**src/sv/per_class_box_nms_defines.svh**
```systemverilog
// Assertion helpers shared by the RTL of the box suppression block.
// Both expect a clock named clk and an active-low reset named rst_n in scope.
`ifndef PER_CLASS_BOX_NMS_DEFINES_SVH
`define PER_CLASS_BOX_NMS_DEFINES_SVH

// Consequent must hold in the same cycle as the antecedent.
`define PCBN_ASSERT_SAME(lbl, ante, cons, msg) \
    lbl: assert property (@(posedge clk) disable iff (!rst_n) (ante) |-> (cons)) \
        else $error(msg);

// Consequent must hold in the cycle after the antecedent.
`define PCBN_ASSERT_NEXT(lbl, ante, cons, msg) \
    lbl: assert property (@(posedge clk) disable iff (!rst_n) (ante) |=> (cons)) \
        else $error(msg);

`endif

```
**src/sv/pcbn_pkg.sv**
```systemverilog
// ----------------------------------------------------------------------------
// pcbn_pkg
// Shared constants, payload types and state encoding of the per-class box
// suppression block.
// ----------------------------------------------------------------------------
`default_nettype none

package pcbn_pkg;

    localparam int MAX_DET     = 64;
    localparam int ADDR_W      = $clog2(MAX_DET);
    localparam int CNT_W       = $clog2(MAX_DET + 1);
    localparam int NUM_CLASSES = 16;
    localparam int COORD_BITS  = 16;
    localparam int THR_W       = 17;
    localparam int IDX_W       = 6;

    localparam logic [THR_W-1:0] THR_RESET = 17'd19661;

    // Command codes of an input transaction.
    localparam logic CMD_LOAD = 1'b0;
    localparam logic CMD_RUN  = 1'b1;

    typedef struct packed {
        logic [COORD_BITS-1:0] x_min;
        logic [COORD_BITS-1:0] y_min;
        logic [COORD_BITS-1:0] x_max;
        logic [COORD_BITS-1:0] y_max;
    } box_t;

    localparam int BOX_W = $bits(box_t);

    typedef struct packed {
        logic                   cmd;
        logic [COORD_BITS-1:0]  x_min;
        logic [COORD_BITS-1:0]  y_min;
        logic [COORD_BITS-1:0]  x_max;
        logic [COORD_BITS-1:0]  y_max;
        logic [NUM_CLASSES-1:0] class_bits;
    } in_item_t;

    typedef struct packed {
        logic [IDX_W-1:0]       det_index;
        logic [NUM_CLASSES-1:0] kept_classes;
        logic                   last;
    } out_item_t;

    // Result of the overlap unit, one cycle wide.
    typedef struct packed {
        logic done;
        logic hit;
    } iou_res_t;

    typedef enum logic [2:0] {
        ST_IDLE,
        ST_ROW_RD,
        ST_ROW_WAIT,
        ST_COL_RD,
        ST_COL_WAIT,
        ST_COL_CALC,
        ST_EMIT_RD,
        ST_EMIT_WAIT
    } state_t;

endpackage

`default_nettype wire

```
**src/sv/pcbn_iou.sv**
```systemverilog
// ----------------------------------------------------------------------------
// pcbn_iou
// Five-stage overlap test of two boxes: reports a hit when
// intersection * 65536 >= threshold * union, and never for an empty
// intersection or a box of zero area.
// ----------------------------------------------------------------------------
`default_nettype none

module pcbn_iou (
    input  wire logic                        clk,
    input  wire logic                        rst_n,
    input  wire logic                        start,
    input  wire pcbn_pkg::box_t              box_a,
    input  wire pcbn_pkg::box_t              box_b,
    input  wire logic [pcbn_pkg::THR_W-1:0]  thr,
    output pcbn_pkg::iou_res_t               res
);

    localparam int CW = pcbn_pkg::COORD_BITS;
    localparam int AW = 2 * CW;

    logic [4:0] vld_reg;

    logic [CW-1:0] wa_reg, ha_reg, wb_reg, hb_reg, iw_reg, ih_reg;
    logic [AW-1:0] area_a_reg, area_b_reg, inter2_reg;
    logic [AW+1:0] uni_reg;
    logic [AW-1:0] inter3_reg;
    logic          zero3_reg;
    logic [AW+pcbn_pkg::THR_W:0] prod_reg;
    logic [AW+15:0] lhs_reg;
    logic           zero4_reg;
    logic           hit_reg;

    logic [CW-1:0] ix0, iy0, ix1, iy1;
    logic [AW+1:0] uni_next;

    // Clipped corners of the intersection.
    always_comb
    begin
        ix0 = (box_a.x_min > box_b.x_min) ? box_a.x_min : box_b.x_min;
        iy0 = (box_a.y_min > box_b.y_min) ? box_a.y_min : box_b.y_min;
        ix1 = (box_a.x_max < box_b.x_max) ? box_a.x_max : box_b.x_max;
        iy1 = (box_a.y_max < box_b.y_max) ? box_a.y_max : box_b.y_max;
        uni_next = {2'b00, area_a_reg} + {2'b00, area_b_reg} - {2'b00, inter2_reg};
    end

    // Stage valid bits.
    always_ff @(posedge clk or negedge rst_n)
    begin
        if (!rst_n)
        begin
            vld_reg <= '0;
        end
        else
        begin
            vld_reg <= {vld_reg[3:0], start};
        end
    end

    // Datapath: spans, areas, union, product, compare.
    always_ff @(posedge clk)
    begin
        wa_reg <= (box_a.x_max > box_a.x_min) ? box_a.x_max - box_a.x_min : '0;
        ha_reg <= (box_a.y_max > box_a.y_min) ? box_a.y_max - box_a.y_min : '0;
        wb_reg <= (box_b.x_max > box_b.x_min) ? box_b.x_max - box_b.x_min : '0;
        hb_reg <= (box_b.y_max > box_b.y_min) ? box_b.y_max - box_b.y_min : '0;
        iw_reg <= (ix1 > ix0) ? ix1 - ix0 : '0;
        ih_reg <= (iy1 > iy0) ? iy1 - iy0 : '0;

        area_a_reg <= wa_reg * ha_reg;
        area_b_reg <= wb_reg * hb_reg;
        inter2_reg <= iw_reg * ih_reg;

        uni_reg    <= uni_next;
        inter3_reg <= inter2_reg;
        zero3_reg  <= (inter2_reg == '0) || (area_a_reg == '0) || (area_b_reg == '0);

        prod_reg  <= uni_reg[AW:0] * thr;
        lhs_reg   <= {inter3_reg, 16'h0000};
        zero4_reg <= zero3_reg;

        hit_reg <= !zero4_reg && ({2'b00, lhs_reg} >= prod_reg);
    end

    assign res.done = vld_reg[4];
    assign res.hit  = hit_reg;

endmodule

`default_nettype wire

```
**config.mk**
```make
export PLATFORM = sky130hd
export DESIGN_NAME = pcbn_iou
export DESIGN_NICKNAME = d
export VERILOG_FILES = /design/src/sv/per_class_box_nms_defines.svh /design/src/sv/pcbn_pkg.sv /design/src/sv/pcbn_iou.sv
export SDC_FILE = /design/constraint.sdc
export NUM_CORES = 2
export LEC_CHECK = 0
export ABC_AREA = 1
export BUFFER_PORTS_ARGS = -buffer_cell sky130_fd_sc_hd__buf_2
export CELL_PAD_IN_SITES_DETAIL_PLACEMENT = 0
export CELL_PAD_IN_SITES_GLOBAL_PLACEMENT = 2
export CORE_MARGIN = 4
export CORE_UTILIZATION = 39
export CTS_BUF_LIST = sky130_fd_sc_hd__clkbuf_4
export CTS_CLUSTER_DIAMETER = 200
export DETAILED_ROUTE_END_ITERATION = 8
export PLACE_DENSITY_LB_ADDON = 0.3
export SLEW_MARGIN = 15
export SYNTH_ARGS = -nofsm -noshare
export SYNTH_HDL_FRONTEND = slang
export SYNTH_SLANG_ARGS = --single-unit
export TNS_END_PERCENT = 100
```
**constraint.sdc**
```tcl
create_clock -name clk -period 6.56 [get_ports clk]
set_input_delay 0.984 -clock clk [delete_from_list [all_inputs] [get_ports clk]]
set_output_delay 0.984 -clock clk [all_outputs]
set_load 0.01 [all_outputs]
```
# Word level (Yosys, flattened, before mapping)
# Index checks and enable logic that the tools add are counted.
dict set report word_totals {
  regBits 347
  inputBits 148
}
dict set report classes {
  addsub 8
  reduce_logical 7
  muxes 4
  order_cmp 11
  multipliers 4
}
# operator n
set ops {}
lappend ops {{$gt 16x16->1} 8}
lappend ops {{$logic_not 32->1} 3}
lappend ops {{$mul 16x16->32} 3}
lappend ops {{$sub 16x16->16} 6}
lappend ops {{$mux 16} 4}
lappend ops {{$ge 48x50->1} 1}
lappend ops {{$mul 33x17->50} 1}
lappend ops {{$add 32x32->33} 1}
lappend ops {{$sub 33x32->33} 1}
lappend ops {{$lt 16x16->1} 2}
lappend ops {{$logic_or 1x1->1} 2}
lappend ops {{$logic_and 1x1->1} 1}
lappend ops {{$logic_not 1->1} 1}

# Logic depth before layout (Yosys ltp)
dict set report depth {
  word_depth 3
  depth_mapped 29
  ltp_nobuf 27
}

# Worst setup path after synthesis
# Ideal clock, no wire load.
dict set report synth_path {
  path_kind {input to register}
  start {input port thr[2] in the netlist's numbering}
  end {register prod_reg[45] in the netlist's numbering}
  path_stages 22
  required_ns 6.447
  setup_time_ns 0.113
  arrival_time_ns 5.831
  path_slack_ns 0.616
  path_buffers 2
  cell_sequence {clkbuf_1 > clkbuf_1 > nand2_1 > fa_1 > inv_1 > fa_1 > inv_1 > fa_1 > inv_1 > fa_1 > fa_1 > inv_1 > fa_1 > inv_1 > ha_1 > nand2_1 > nor2_1 > nand2_1 > nor3_2 > nand3_1 > nand4_1 > nand2_1}
}
dict set report synth_between {
  elab_chain_cells 1
}
# item line_no
set synth_lines {}
lappend synth_lines {{start, declared} pcbn_iou.sv:15} ;# input wire logic [pcbn_pkg::THR_W-1:0] thr,
lappend synth_lines {{$mul 33x17->50} pcbn_iou.sv:78} ;# prod_reg <= uni_reg[AW:0] * thr;
lappend synth_lines {{end signal, assigned} pcbn_iou.sv:78}
lappend synth_lines {{end, declared} pcbn_iou.sv:29} ;# logic [AW+pcbn_pkg::THR_W:0] prod_reg;
# Every way passes these cells.
# A chain may end at the register's enable or synchronous reset.

# Worst setup path in the final report
dict set report layout_path {
  start {register uni_reg[25]}
  end {register prod_reg[46] in the netlist's numbering}
}
dict set report layout_between {
  elab_chain_cells 1
}
# item line_no
set layout_lines {}
lappend layout_lines {{start, declared} pcbn_iou.sv:26} ;# logic [AW+1:0] uni_reg;
lappend layout_lines {{start signal, assigned} pcbn_iou.sv:74} ;# uni_reg <= uni_next;
lappend layout_lines {{$mul 33x17->50} pcbn_iou.sv:78}
# Every way passes these cells.

==> flow_summary.toml <==
[placed_design]
hpwl_mm = 181
gp_congestion = 0.919
place.port_buffers = 149

[setup_path]
cp-end-kind = "register"
crit_path_top_delay_cell = "dfxtp_1"
worstPathMaxFanout = 17
crit_top_cell = "fa_1"
cpPeakStageDelay_ns = 1.00
critPathLaunchType = "register"
required_ns = 7.49
worstPathCellList = "nand2_1, fa_1, fa_1, inv_1, fa_1, fa_1, fa_1, inv_1, fa_1, inv_1, ha_1, nand2_1, nor2_1, nand2_1, nor2_1, nand3_1, nand4_1, nand2_1"
rrSetupSlack_ns = 0.48
path_class = "register to register"
cp.arrival_ns = 7.01

[drt]
first_pass_iters = 6
viasPerCell = 4.75
wl_mm = 210
drc = 0
routedWlPerCell_um = 18.0
via_count = 55300
postRouteAntennaNets = 0
dr.first_iter.drc_count = 2664

[outcome]
status = "complete, no violations"

[timing]
worst_pin_slew_ns = 1.03
setup_viol = 0
setup_tns_ns = 0
max_freq_mhz = 164
final_max_slew_viol_count = 0
hold_slack_ns = 0.240
finalClockSkew_ns = 0.138
finalCriticalPeriod_ns = 6.08
hold_viol = 0
finalCritPeriodShare = 0.927
grt_setup_unrepaired = "no"
max_slew_margin = 0.314

[die]
die_y_um = 421
dieArea_um2 = 177000
die_width_um = 421
start_util = 0.392
rows = 151
ios = 150
core_um2 = 169000

[clocking]
cts_inserted_buffers = 102
clock_path_buffers = 3
cts_setup_buffers = 0
htree_levels = 3
cts_tree = "yes"
cts-root-buf = "clkbuf_4"
clk-insertion-delay-late_ns = 1.09
clkSinkCount = 347
clk_pin_slew_ns = 0.07

[finish]
regArea_um2 = 6970
area_growth_pct = 7.70
drive_above_1_share = 0.0661
largest_reg_flops = 50
fillers = 18000
utilization = 0.422
nNetsFinal = 11200
multi_input_area_um2 = 48500

[logic_synthesis]
synth_ff_type = "dfxtp_1"
ys_seq_area_frac = 0.105
async_flop_share = 0.0144
yosys_warnings = 0
synth.avg_cell_area_um2 = 7.19
syn_area_um2 = 66500
synthesis.nets = 11100
synth_edf_count = 0
synth_seq_cells = 347
yosysUniqueCellTypes = 44
synthCells = 9245

[grt]
grt_max_degree = 34
gr-total-overflow = 0
grt_use_total = 0.245
antenna_found_initial = 10
grt_first_pass_wirelength_mm = 337
grt_pass1_vias = 59600

[job]
maxCapViolations = 0

[worst_hold_path]
min_path_type = "register to register"
[metrics by stage]
step           worst slack (ns)  instance area (µm²)  cells
2_1_floorplan             0.616                66500   9245
3_3_place_gp             0.0299                70100  11500
3_5_place_dp             0.0109                70100  11500
4_1_cts                   0.459                71600  11600
5_1_grt                   0.235                71600  11600
6_report                  0.476                71600  11600
[cell usage after synthesis (16+ instances only)]
library cell     n  area (µm²)
xor2_1         116        1020
nand3_1        289        1450
nand4_1         69         432
a21o_1          30         225
nor2_1         360        1350
nor2_2          66         413
fa_1          1084       21700
nor4_1          16         100
nand2_1       2700       10100
nor3_1          46         230
nand2_2         22         138
inv_1         2556        9590
xnor2_1         23         201
o21bai_1        18         135
ha_1           659        8250
dfxtp_1        342        6850
clkbuf_1       327        1230
a21oi_1        303        1520
o21ai_0        103         515
[layer usage]
metal  wire length (µm)  GRT usage  share of wire  vias up
li1                   -          -              -    27000
met1              86300      0.295           0.41    26700
met2             106000      0.445           0.50     1260
met3               8240     0.0280          0.039      403
met4               9870      0.101          0.047        2
met5                 10          0       0.000048        -
[final cells by class]
type / count / area share
multi-input cells: 5992 / 0.677
inverters: 2560 / 0.134
flip-flops and latches: 347 / 0.0974
well taps: 2218 / 0.0388
repair buffers: 336 / 0.0322
clock buffers: 133 / 0.0139
clock inverters: 55 / 0.00584
diodes: 8 / 0.000280
[timing repair]
item | in CTS | in global routing
gates resized for setup | 0 | 0
hold endpoints to repair | 6 | 0
hold buffers | 2 | 0
[final timing paths]
path,startpoint,to,cells after the start
setup / recovery,uni_reg[25],prod_reg[46],18
hold / removal,inter3_reg[4],lhs_reg[20],0
setup reg to reg,uni_reg[25],prod_reg[46],18
hold reg to reg,inter3_reg[4],lhs_reg[20],0
max in group asynchronous,rst_n,vld_reg[1],2
min in group asynchronous,rst_n,vld_reg[4],2
[logic make-up after synthesis]
kind of cell | after synthesis | synth area share
fa+ha+maj | 1743 | 0.451
compound gates | 504 | 0.0412
xor+xnor | 139 | 0.0183
buf+inv | 2906 | 0.166
simple gates | 3606 | 0.220
flops | 347 | 0.105
[layout by cell type, fill, tap and decap left out, types with 5 or more instances in the layout]
cell type,instances
o21bai_1,18
clkinv_2,21
inv_1,2556
buf_4,173
nand2_1,2700
nor2_1,360
xnor2_1,23
dfrtp_1,5
clkbuf_4,133
nor4_1,16
nand3b_1,5
bufinv_16,5
a31oi_1,6
a21o_1,30
nand3_2,11
nand3_1,289
nor3_1,46
fa_1,1084
o21ai_0,103
nor3_2,6
a21oi_1,303
buf_12,12
xor2_1,116
o21a_1,14
buf_2,149
and2_1,6
o21ai_1,13
clkinv_1,22
nor2_2,66
diode_2,8
ha_1,659
nand4_1,69
nand2_2,22
dfxtp_1,342
[worst max-delay path, delay by kind of cell (launching register included)]
family	cells	cell delay (ns)
buffers and inverters	3	0.16
AND/OR/NAND/NOR	8	1.26
flip-flops	1	1.00
adder cells (fa/ha/maj)	7	3.54
Power is left out: the tool's default activity adds up to more than one toggle a clock period on the data nets, which glitch-free logic cannot reach.
