==> src/sv/per_class_box_nms_defines.svh <==
// Assertion helpers shared by the RTL of the box suppression block.
// Both expect a clock named clk and an active-low reset named rst_n in scope.
`ifndef PER_CLASS_BOX_NMS_DEFINES_SVH
`define PER_CLASS_BOX_NMS_DEFINES_SVH

// Consequent must hold in the same cycle as the antecedent.
`define PCBN_ASSERT_SAME(lbl, ante, cons, msg) \
    lbl: assert property (@(posedge clk) disable iff (!rst_n) (ante) |-> (cons)) \
        else $error(msg);

// Consequent must hold in the cycle after the antecedent.
`define PCBN_ASSERT_NEXT(lbl, ante, cons, msg) \
    lbl: assert property (@(posedge clk) disable iff (!rst_n) (ante) |=> (cons)) \
        else $error(msg);

`endif

==> src/sv/pcbn_ram.sv <==
// ----------------------------------------------------------------------------
// pcbn_ram
// Generic simple dual-port RAM: one write port, one read port with the
// read data registered and held while no read is issued.
// ----------------------------------------------------------------------------
`default_nettype none

module pcbn_ram #(
    parameter int WIDTH = 16,
    parameter int DEPTH = 64
) (
    input  wire logic                     clk,
    input  wire logic                     we,
    input  wire logic [$clog2(DEPTH)-1:0] waddr,
    input  wire logic [WIDTH-1:0]         wdata,
    input  wire logic                     re,
    input  wire logic [$clog2(DEPTH)-1:0] raddr,
    output logic      [WIDTH-1:0]         rdata
);

    logic [WIDTH-1:0] mem_reg [DEPTH];
    logic [WIDTH-1:0] rdata_reg;

    // Storage array and registered read.
    always_ff @(posedge clk)
    begin
        if (we)
        begin
            mem_reg[waddr] <= wdata;
        end
        if (re)
        begin
            rdata_reg <= mem_reg[raddr];
        end
    end

    assign rdata = rdata_reg;

endmodule

`default_nettype wire

==> config.mk <==
export PLATFORM = sky130hd
export DESIGN_NAME = pcbn_ram
export DESIGN_NICKNAME = d
export VERILOG_FILES = /design/src/sv/per_class_box_nms_defines.svh /design/src/sv/pcbn_ram.sv
export SDC_FILE = /design/constraint.sdc
export NUM_CORES = 1
export LEC_CHECK = 0
export BUFFER_PORTS_ARGS = -buffer_cell sky130_fd_sc_hd__buf_2
export CELL_PAD_IN_SITES_DETAIL_PLACEMENT = 0
export CELL_PAD_IN_SITES_GLOBAL_PLACEMENT = 2
export CORE_MARGIN = 2
export CORE_UTILIZATION = 35
export CTS_CLUSTER_SIZE = 40
export DETAILED_ROUTE_END_ITERATION = 16
export HOLD_SLACK_MARGIN = 0.05
export PLACE_DENSITY_LB_ADDON = 0.1
export SLEW_MARGIN = 20
export SYNTH_ARGS = -nofsm -noshare
export SYNTH_HDL_FRONTEND = slang
export SYNTH_SLANG_ARGS = --single-unit
export TNS_END_PERCENT = 1
==> constraint.sdc <==
create_clock -name clk -period 2.9 [get_ports clk]
set_clock_uncertainty 0.05 [all_clocks]
set_input_delay 0.435 -clock clk [delete_from_list [all_inputs] [get_ports clk]]
set_output_delay 0.435 -clock clk [all_outputs]
set_load 0.005 [all_outputs]
After elaboration in Yosys (flattened, before gate mapping)
Memory sizes are Yosys's and may differ from the RTL's. A register that Yosys moved wholly into a read port is not among the register bits.
Index checks and enable logic that the tools add are counted.
Widths: inputs -> output; s select.
{"block": "classes", "n_mux": 2}
{"operator": "$mux 1", "n": 2}
{"block": "totals", "wordCells": 3, "reg_bits": 0, "n_memories": 1, "input_bits": 31, "out_inout_bits": 16, "ramBits": 1024}
{"name": "mem_reg", "depth": 64, "word_bits": 16, "rd": 1, "rd_ports_with_merged_regs": 1, "write_ports": 1, "line_no": "pcbn_ram.sv:21", "source": "logic [WIDTH-1:0] mem_reg [DEPTH];"}

Depth between registers and ports, before layout
Gate-level depths: netlist (run 1).
{"block": "logic_depth", "ltp_word": 2, "mapped_depth": 10, "mapped_depth_nobuf": 5}

Worst setup path before layout (run 1)
Ideal clock, no wire load.
{"block": "synth_timing", "path_kind": "input to register", "start": "in waddr[3]", "end": "mem mem_reg[48][0], enable pin", "stages": 4, "required_ns": 2.441, "arrival_time_ns": 2.061, "path_slack_ns": 0.380, "setup_ns": 0.409, "path_buffers": 1, "cell_sequence": "clkbuf_1 nor2b_1 nand4b_1 nor3_1"}
{"item": "from (decl)", "line_no": "pcbn_ram.sv:14", "source": "input wire logic [$clog2(DEPTH)-1:0] waddr,"}
{"item": "to (decl)", "line_no": "pcbn_ram.sv:21"}
Straight into the memory's write port.

==> results, run 1 <==
- The number of cells on the worst reg-to-reg path is 5.
- The most common library cell in the layout ignoring fill and taps is edfxtp_1.
- The cell area after synthesis is ~0.04 mm².
- The final hold violation count is 0.
- The cell chosen for the clock root is clkbuf_16.
- The register with the most flip-flops in the layout has slightly above 1k of them.
- The reg2reg setup slack is approximately 0.5 ns.
- The region available for standard cell placement spans 0.114 mm².
- Timing analysis after detailed placement gives a worst setup slack of -0.164 ns.
- The first detailed-routing pass ran for 5 iterations.
- The share of synthesized area in the top cell type comes to 77.7%.
- The final routed wire length divided by cell count is 29.6 µm.
- IR analysis of the VDD net gives a maximum drop of 0.432 mV.
- The final number of setup-violating endpoints is 0.
- Counting along the longest clock path gives a buffer depth of 3.
- met2 is the most crowded layer.
- The placer's final routability congestion estimate is between 0.7 and 0.8.
- The die covers ~0.12 mm².
- The critical path goes through mux4_2 -> mux2_2 -> nand2_1 -> nand4_1 -> and4_1.
- The level count of the clock H-tree is 3.
- The sum of overflow across all layers after global routing is 0.
- In this run the number of cells on the critical path is 5.
- In the routed layout, each cell is associated on average with a via count of slightly above 5.
- The worst register-to-register path begins at mem_reg[20][12]$_DFFE_PP_.
- The area share of xor/xnor cells in the synthesized design is 0%.
- The dominant delay contributor by cell family on the critical path is simple AND/OR/NAND/NOR gates.
- The largest net degree at the start of global routing is between 60 and 70.
- Tracing the worst setup path back leads to its startpoint at mem_reg[20][12]$_DFFE_PP_.
- The count of buffers added on input and output ports is between 40 and 50.
- Headroom to the max-slew limit came out at about two fifths.
- Clock latency on the worst-skew pair, taken at its later pin, is roughly 0.70 ns.
- The adder-cell share of the synthesized area is 0%.
- The detailed-placement wirelength estimate is 70400 µm.
- Sorting the synthesized cells by area gives the leading types as edfxtp_1, mux4_2, mux2i_1.
- The number of remaining DRC errors is 0.
- After the first detailed-routing iteration, the DRC count stood at between 1.5k and 2k.
- The type of the tightest min-delay check is primary input to flop.
- The floorplan step set the die width to between 300 and 400 µm.
- The area growth from synthesis to final layout is 17.8%.
- In the layout the commonest cells are edfxtp_1, mux4_2, buf_4, clkbuf_16, mux2i_1.
- The switching share of power is 21.7%.
- The number of ports placed on the die boundary is 47.
- Clock tree synthesis inserted a total of 114 buffers.
- The post-cts gate resize count is 0.
- The first global-routing pass estimated approximately 160000 µm of wire.
- The max-cap check violation count is 0.
- The flow ran to the end, and the final reports show no timing, DRC or antenna violations.
- After filler insertion, the fill cell instance count of the layout stands at slightly above 10k.
- The ratio of final minimum period to clock period is 82.5%.
- Measured along the y axis, the die boundary spans about 340 µm.
- Of all cell types, the one taking the most synthesized area is edfxtp_1.
- After synthesis the netlist holds a flip-flop and latch count of 1040.
- The startpoint type of the worst setup path is a flop.
- For this run, global-route usage on met1 was measured as around 26%.
- Summing over every cut layer, the via total after detailed routing is about 19k.
- The via count of the first global-routing pass came to 20.1k.
- Setup repair after global routing left no endpoint under its margin.
- The net switching power is 7020 µW.
- In this run, the clock network consumes a little over two fifths of the power.
- The category of the critical setup timing path is flop to flop.
- Across every metal layer, demand over resource in global routing totals a little under a fifth.
- Buffers added to address setup during post-CTS repair amount to 0.
- The endpoint of the lowest-slack register-to-register path is rdata[12]$_DFFE_PP_.
- The top fanout value on the critical path is 1.
- Global routing used 30.9% of the available met2 tracks.
- The achievable clock frequency is between 400 and 500 MHz.
- The number of unique standard cell types used by synthesis is between 40 and 50.
- Adding up every negative setup slack in the final design gives 0 ns.
- The largest single stage delay on the critical path is 0.45 ns.
- The critical path contains buffers and inverters numbering 0 combined.
- The combinational cell fraction of total power is around 5.5%.
- The warning count from the yosys run is 0.
- The final antenna-violating net count is 0.
- At the worst endpoint, the required time is 3.30 ns.
- The routed wire length is between 100000 and 150000 µm.
- The completed layout was analyzed and its total power is between 30000 and 40000 µW.
- After synthesis, flip-flops and latches occupy between 70 and 80% of the total area.
- The reported leakage power is between 0.015 and 0.02 µW.
- The quantity of hold-fixing buffers added after cts is 0.
- The CTS clock-pin slew for the worst setup and hold paths is about 0.06 ns.
- The number of antenna violations at the first check in global routing came to 14.
- For this design, the slowest cell found on the critical path is mux4_2.
- For the worst setup path, the data arrival time is 2.80 ns.
- Synthesis produced about 1.8k cells.
- The number of standard-cell rows in the floorplan is roughly 120.
- The basic-gate share of the synthesized area counting and, or, nand and nor cells is 2.64%.
- Cells with a size suffix above 1 make up slightly above 30% of the layout.
- Across all setup checks in the final design, the least slack found is 0.508 ns.
- STA classifies the critical path endpoint as a flop.
- After synthesis, the largest family of logic cells by area is multiplexers.
- The sequential cell fraction of total power is between 50% and 60%.
- The share of cell area taken by muxes after synthesis is between 15 and 20%.
- For the pin with the worst max-slew slack, the measured transition is ~0.92 ns.
- Internal power comes to around 25000 µW.
- TritonCTS built the clock tree.
- A synthesized cell averages between 20 and 25 µm².
- The synthesized-area fraction occupied by ao, oa, aoi and oai cells is under 10%.
- The post-route minimum period is approximately 2.4 ns.
- The number of nets in the finished design is ~2.1k.
- The routing usage on met3 is under 10%.
- The final number of max-transition violations is 0.
- In this run the power density over the cells is slightly below 700 mW/mm².
- The sink count of the clock tree is around 1.0k.
- The most critical setup path has its endpoint at rdata[12]$_DFFE_PP_.
- The effective utilization at floorplan is 35.2%.
- The net count of the mapped netlist is ~1.9k.
## power groups by stage
stage          clock network (µW)  registers (µW)  logic (µW)
6_report                    13800           16700        1760
4_1_cts                     14200           16700        1820
3_3_place_gp                    0           17000        1800
2_1_floorplan                   0           17000         862
3_5_place_dp                    0           17000        1820
5_1_grt                     14700           16700        1900
## synth_stat cells
cell type / number
o21ai_1: 3
mux4_2: 220
buf_8: 3
edfxtp_1: 1040
buf_2: 36
clkbuf_1: 24
clkbuf_2: 2
mux4_1: 4
nor2_2: 2
buf_4: 13
nand3_1: 24
a22oi_1: 39
nor4_2: 3
and2_1: 2
nand2_1: 59
nand4b_1: 1
a221o_1: 6
a211oi_1: 8
buf_1: 3
or3_1: 1
or3b_2: 1
a22o_1: 6
nand3b_1: 2
clkbuf_4: 1
nor2_1: 72
and4_1: 5
nor3_1: 2
a41oi_1: 5
a31oi_1: 8
nand2_4: 1
mux2i_1: 85
buf_12: 5
mux2_2: 27
nor2b_1: 30
a221oi_1: 16
a211o_1: 8
nand2b_1: 3
buf_6: 17
a311oi_1: 8
a21oi_1: 17
nand4_1: 12
o21ai_0: 5
## through the flow
stage	instance area (µm²)	hold slack [ns]	utilization, %	instances
finish	47400	0.103	41.5	3718
global route	47400	0.0952	41.5	3716
CTS	47400	0.0696	41.5	3715
detailed placement	43800	0.819	38.4	3511
global placement	43800	0.817	38.4	3511
floorplan	40200	0.484	-	1829
## worst min path at each step
stage / cells past startpoint / to / slack, ns / start
3_5_place_dp: 1 / rdata[7] / 0.82 / rdata[7]$_DFFE_PP_
3_3_place_gp: 1 / mem_reg[29][13]$_DFFE_PP_ / 0.82 / wdata[13]
5_1_grt: 1 / mem_reg[4][13]$_DFFE_PP_ / 0.1 / wdata[13]
2_1_floorplan: 0 / mem_reg[0][0]$_DFFE_PP_ / 0.48 / wdata[0]
4_1_cts: 1 / mem_reg[4][13]$_DFFE_PP_ / 0.07 / wdata[13]
6_report: 1 / mem_reg[26][4]$_DFFE_PP_ / 0.10 / wdata[4]
## routing by layer
layer	part of all wire (%)	up-vias
li1	-	8276
met4	2.3	12
met5	0.070	-
met2	48	450
met3	5.2	156
met1	44	10400
## kinds of logic (layout without fill, tap and decap cells)
group,Yosys count,count (layout)
flip-flops,1040,1040
buffers and inverters,104,478
multiplexers,336,336
other,0,3
AND/OR/NAND/NOR,220,220
AO/OA/AOI/OAI,129,129
## final cells by class
type                            count  area, µm²  area share, %
Multi-Input combinational cell    685       8260           17.4
Timing Repair Buffer              274       2420           5.11
Clock buffer                      137       2940           6.21
Antenna cell                        3       7.51         0.0159
Clock inverter                     67        617           1.30
Sequential cell                  1040      31200           65.9
Tap cell                         1512       1890           3.99
Power figures use the tool's default switching activity.
==> run 2: changes to the inputs <==
==> constraint.sdc (replaced) <==
create_clock -name clk -period 2.1 [get_ports clk]
set_clock_uncertainty 0.05 [all_clocks]
set_input_delay 0.315 -clock clk [delete_from_list [all_inputs] [get_ports clk]]
set_output_delay 0.315 -clock clk [all_outputs]
set_load 0.005 [all_outputs]
==> results, run 2 (synthesis gave the netlist of run 1 again) <==
- TritonCTS built the clock tree.
- STA classifies the critical path endpoint as a flop.
- The worst path needs a little over 2 ns of the cycle, external delays included.
- Power comes to around 45000 µW.
- In the finished design, the share of the clock period the worst path needs comes to between 90 and 100%.
- After detailed routing, the total wire length is 110000 µm.
- In this design, the critical path's most frequently occurring cell is buf_4.
- Clock latency on the worst-skew pair, taken at its later pin, is approximately 0.71 ns.
- For the pin with the worst max-slew slack, the measured transition is between 0.8 and 0.9 ns.
- The tool flagged a number of max-cap violations equal to 0.
- Setup repair after global routing could not meet its margin everywhere.
- The die covers approximately 0.12 mm².
- Entering global routing, the biggest net connects 65 pins.
- The library cell used most frequently in the layout, excluding fill and tap cells, is edfxtp_1.
- In the routed design, unresolved DRC markers number 0.
- The die span in x is roughly 340 µm.
- The effective utilization at floorplan is around a third.
- After legalization and detailed placement, the total HPWL measured 69400 µm.
- The sink count of the clock tree is 1040.
- In this run the tool buffered the top-level ports with 46 buffer cells.
- The CTS clock-pin slew for the worst setup and hold paths is 0.06 ns.
- The cell chosen for the clock root is clkbuf_16.
- The setup slack at placement is -0.700 ns.
- The buffer count from post-CTS setup fixing is 0.
- The filler cells instantiated in the layout total between 10k and 15k.
- The worst-case vdd ir drop is 0.675 mV.
- The top fanout value on the critical path is 1.
- The first-pass GRT wire length is 156000 µm.
- Cells fill between 40% and 50% of the core in the end.
- In this run the deepest clock path goes through 3 buffers.
- The final antenna-violating net count is 0.
- The arrival time of data at the critical path endpoint is 2.46 ns.
- The top cell types in the final layout, fill and taps aside, are edfxtp_1, mux4_2, buf_4, clkbuf_16, buf_12.
- Timing would allow up to 481 MHz.
- Compared with the post-synthesis result, the final layout area differs by 21.9%.
- The critical path's slowest cell is mux4_2.
- The number of standard-cell rows in the floorplan is ~120.
- Measured along the y axis, the die boundary spans between 300 and 400 µm.
- The number of antenna violations at the first check in global routing is 8.
- After detailed placement, the design holds a cell count of 3588.
- The violation count after the first detailed-routing iteration is between 1.5k and 2k.
- The H-tree was split into 3 levels.
- The via count of the first global-routing pass was 20.5k.
- The routed layout has around 20k vias.
- The final total negative setup slack is 0 ns.
- The category of the critical setup timing path is flop to flop.
- The fraction of layout cells with a size suffix above 1 is 34.1%.
- At the worst endpoint, the required time is approximately 2.5 ns.
- The sum of overflow across all layers after global routing is 0.
- In the final routed layout, each cell accounts on average for between 20 and 30 µm.
- The number of nets in the finished design is about 2.2k.
- The register with the most flip-flops in the layout has a little over 1k of them.
- TritonCTS created 113 clock buffers.
- Using the TritonRoute via totals, the vias-per-cell ratio works out to about 5.1.
- The flow ran to the end, and the final reports show no timing, DRC or antenna violations.
- The final number of setup-violating endpoints is 0.
- The number of ports placed on the die boundary is 47.
- Summed over all cells, the static leakage comes to roughly 0.016 µW.
- The placer's final routability congestion estimate is 0.785.
- For this run, the total global-route usage over all layers was measured as around a fifth.
- For this run, the slowest stage of the critical path takes around 0.48 ns.
- The finished layout holds between 3k and 4k standard cells, fillers aside.
- The startpoint type of the worst setup path is a flop.
- The tightest min-delay check is of the primary input to flop type.
- Dividing total power by cell area gives a power density of approximately 900 mW/mm².
- The relative slew slack is 41.1%.
- The final hold violation count came to 0.
- In this run the standard cell core region covers 0.114 mm².
- The signal on the critical path passes through mux4_2 -> mux2i_2 -> buf_4 -> a22oi_1 -> a31oi_1 -> buf_4 -> a311oi_2.
- After layout, the worst setup slack is between 0.02 and 0.025 ns.
- The first-pass iteration count of the detailed router is 5.
- The final number of max-transition violations is 0.
[run 2: cell count changes in the layout (fill, tap and decap cells not counted), sizes merged]
cell and change:
clkinvlp -4, buf +77, diode -1, inv -2
bufinv +2, clkbuf +11, clkinv +1, dlygate4sd3 +1
[run 2: final timing paths]
kind,slack (ns),depth (start not counted),startpoint,to
setup / recovery,0.02,7,mem_reg[22][4]$_DFFE_PP_,rdata[4]$_DFFE_PP_
setup reg to reg,0.02,7,mem_reg[22][4]$_DFFE_PP_,rdata[4]$_DFFE_PP_
hold reg to reg,0.92,4,mem_reg[35][14]$_DFFE_PP_,rdata[14]$_DFFE_PP_
hold / removal,0.08,2,wdata[2],mem_reg[22][2]$_DFFE_PP_
[run 2: repair_timing]
action                                 CTS  global route
endpoints found under the hold margin   16             0
pin swaps                                6             7
setup endpoints to repair                9             8
gates resized for setup                 14             8
hold buffers                             1             0
[run 2: metrics by stage]
step / area, µm² / hold WS (ns)
6_report: 49000 / 0.0846
5_1_grt: 49000 / 0.0700
4_1_cts: 48900 / 0.0500
3_5_place_dp: 45300 / 0.726
3_3_place_gp: 45300 / 0.726
2_1_floorplan: 40200 / 0.364
[run 2: cell type report]
cell class              instances  area, µm²  share of cell area [%]
flip-flops and latches       1040      31200                    63.8
multi-input cells             685       8370                    17.1
repair buffers                352       3890                    7.94
clock buffers                 148       3000                    6.13
well taps                    1512       1890                    3.86
clock inverters                64        596                    1.22
diodes                          2       5.00                  0.0102
[run 2: per-layer routing]
metal / share of wire, % / global-route usage [%] / wire [µm]
met5: 0.021 / 0 / 23
met4: 2.4 / 5.41 / 2610
met3: 4.1 / 2.58 / 4510
met2: 49 / 31.3 / 54000
met1: 44 / 26.2 / 48900
[run 2: power breakdown]
part	leakage [µW]	internal (µW)	switching, µW
Sequential	0.00937	23000	60.4
Clock	0.00176	11300	8040
Combinational	0.00469	1130	1530
[run 2: critical path, delay by kind of cell (launching register included)]
kind                   cells  cell delay, ns
buffers and inverters      2            0.37
AOI/OAI and AO/OA          3            0.31
muxes                      2            0.69
DFF                        1            0.37
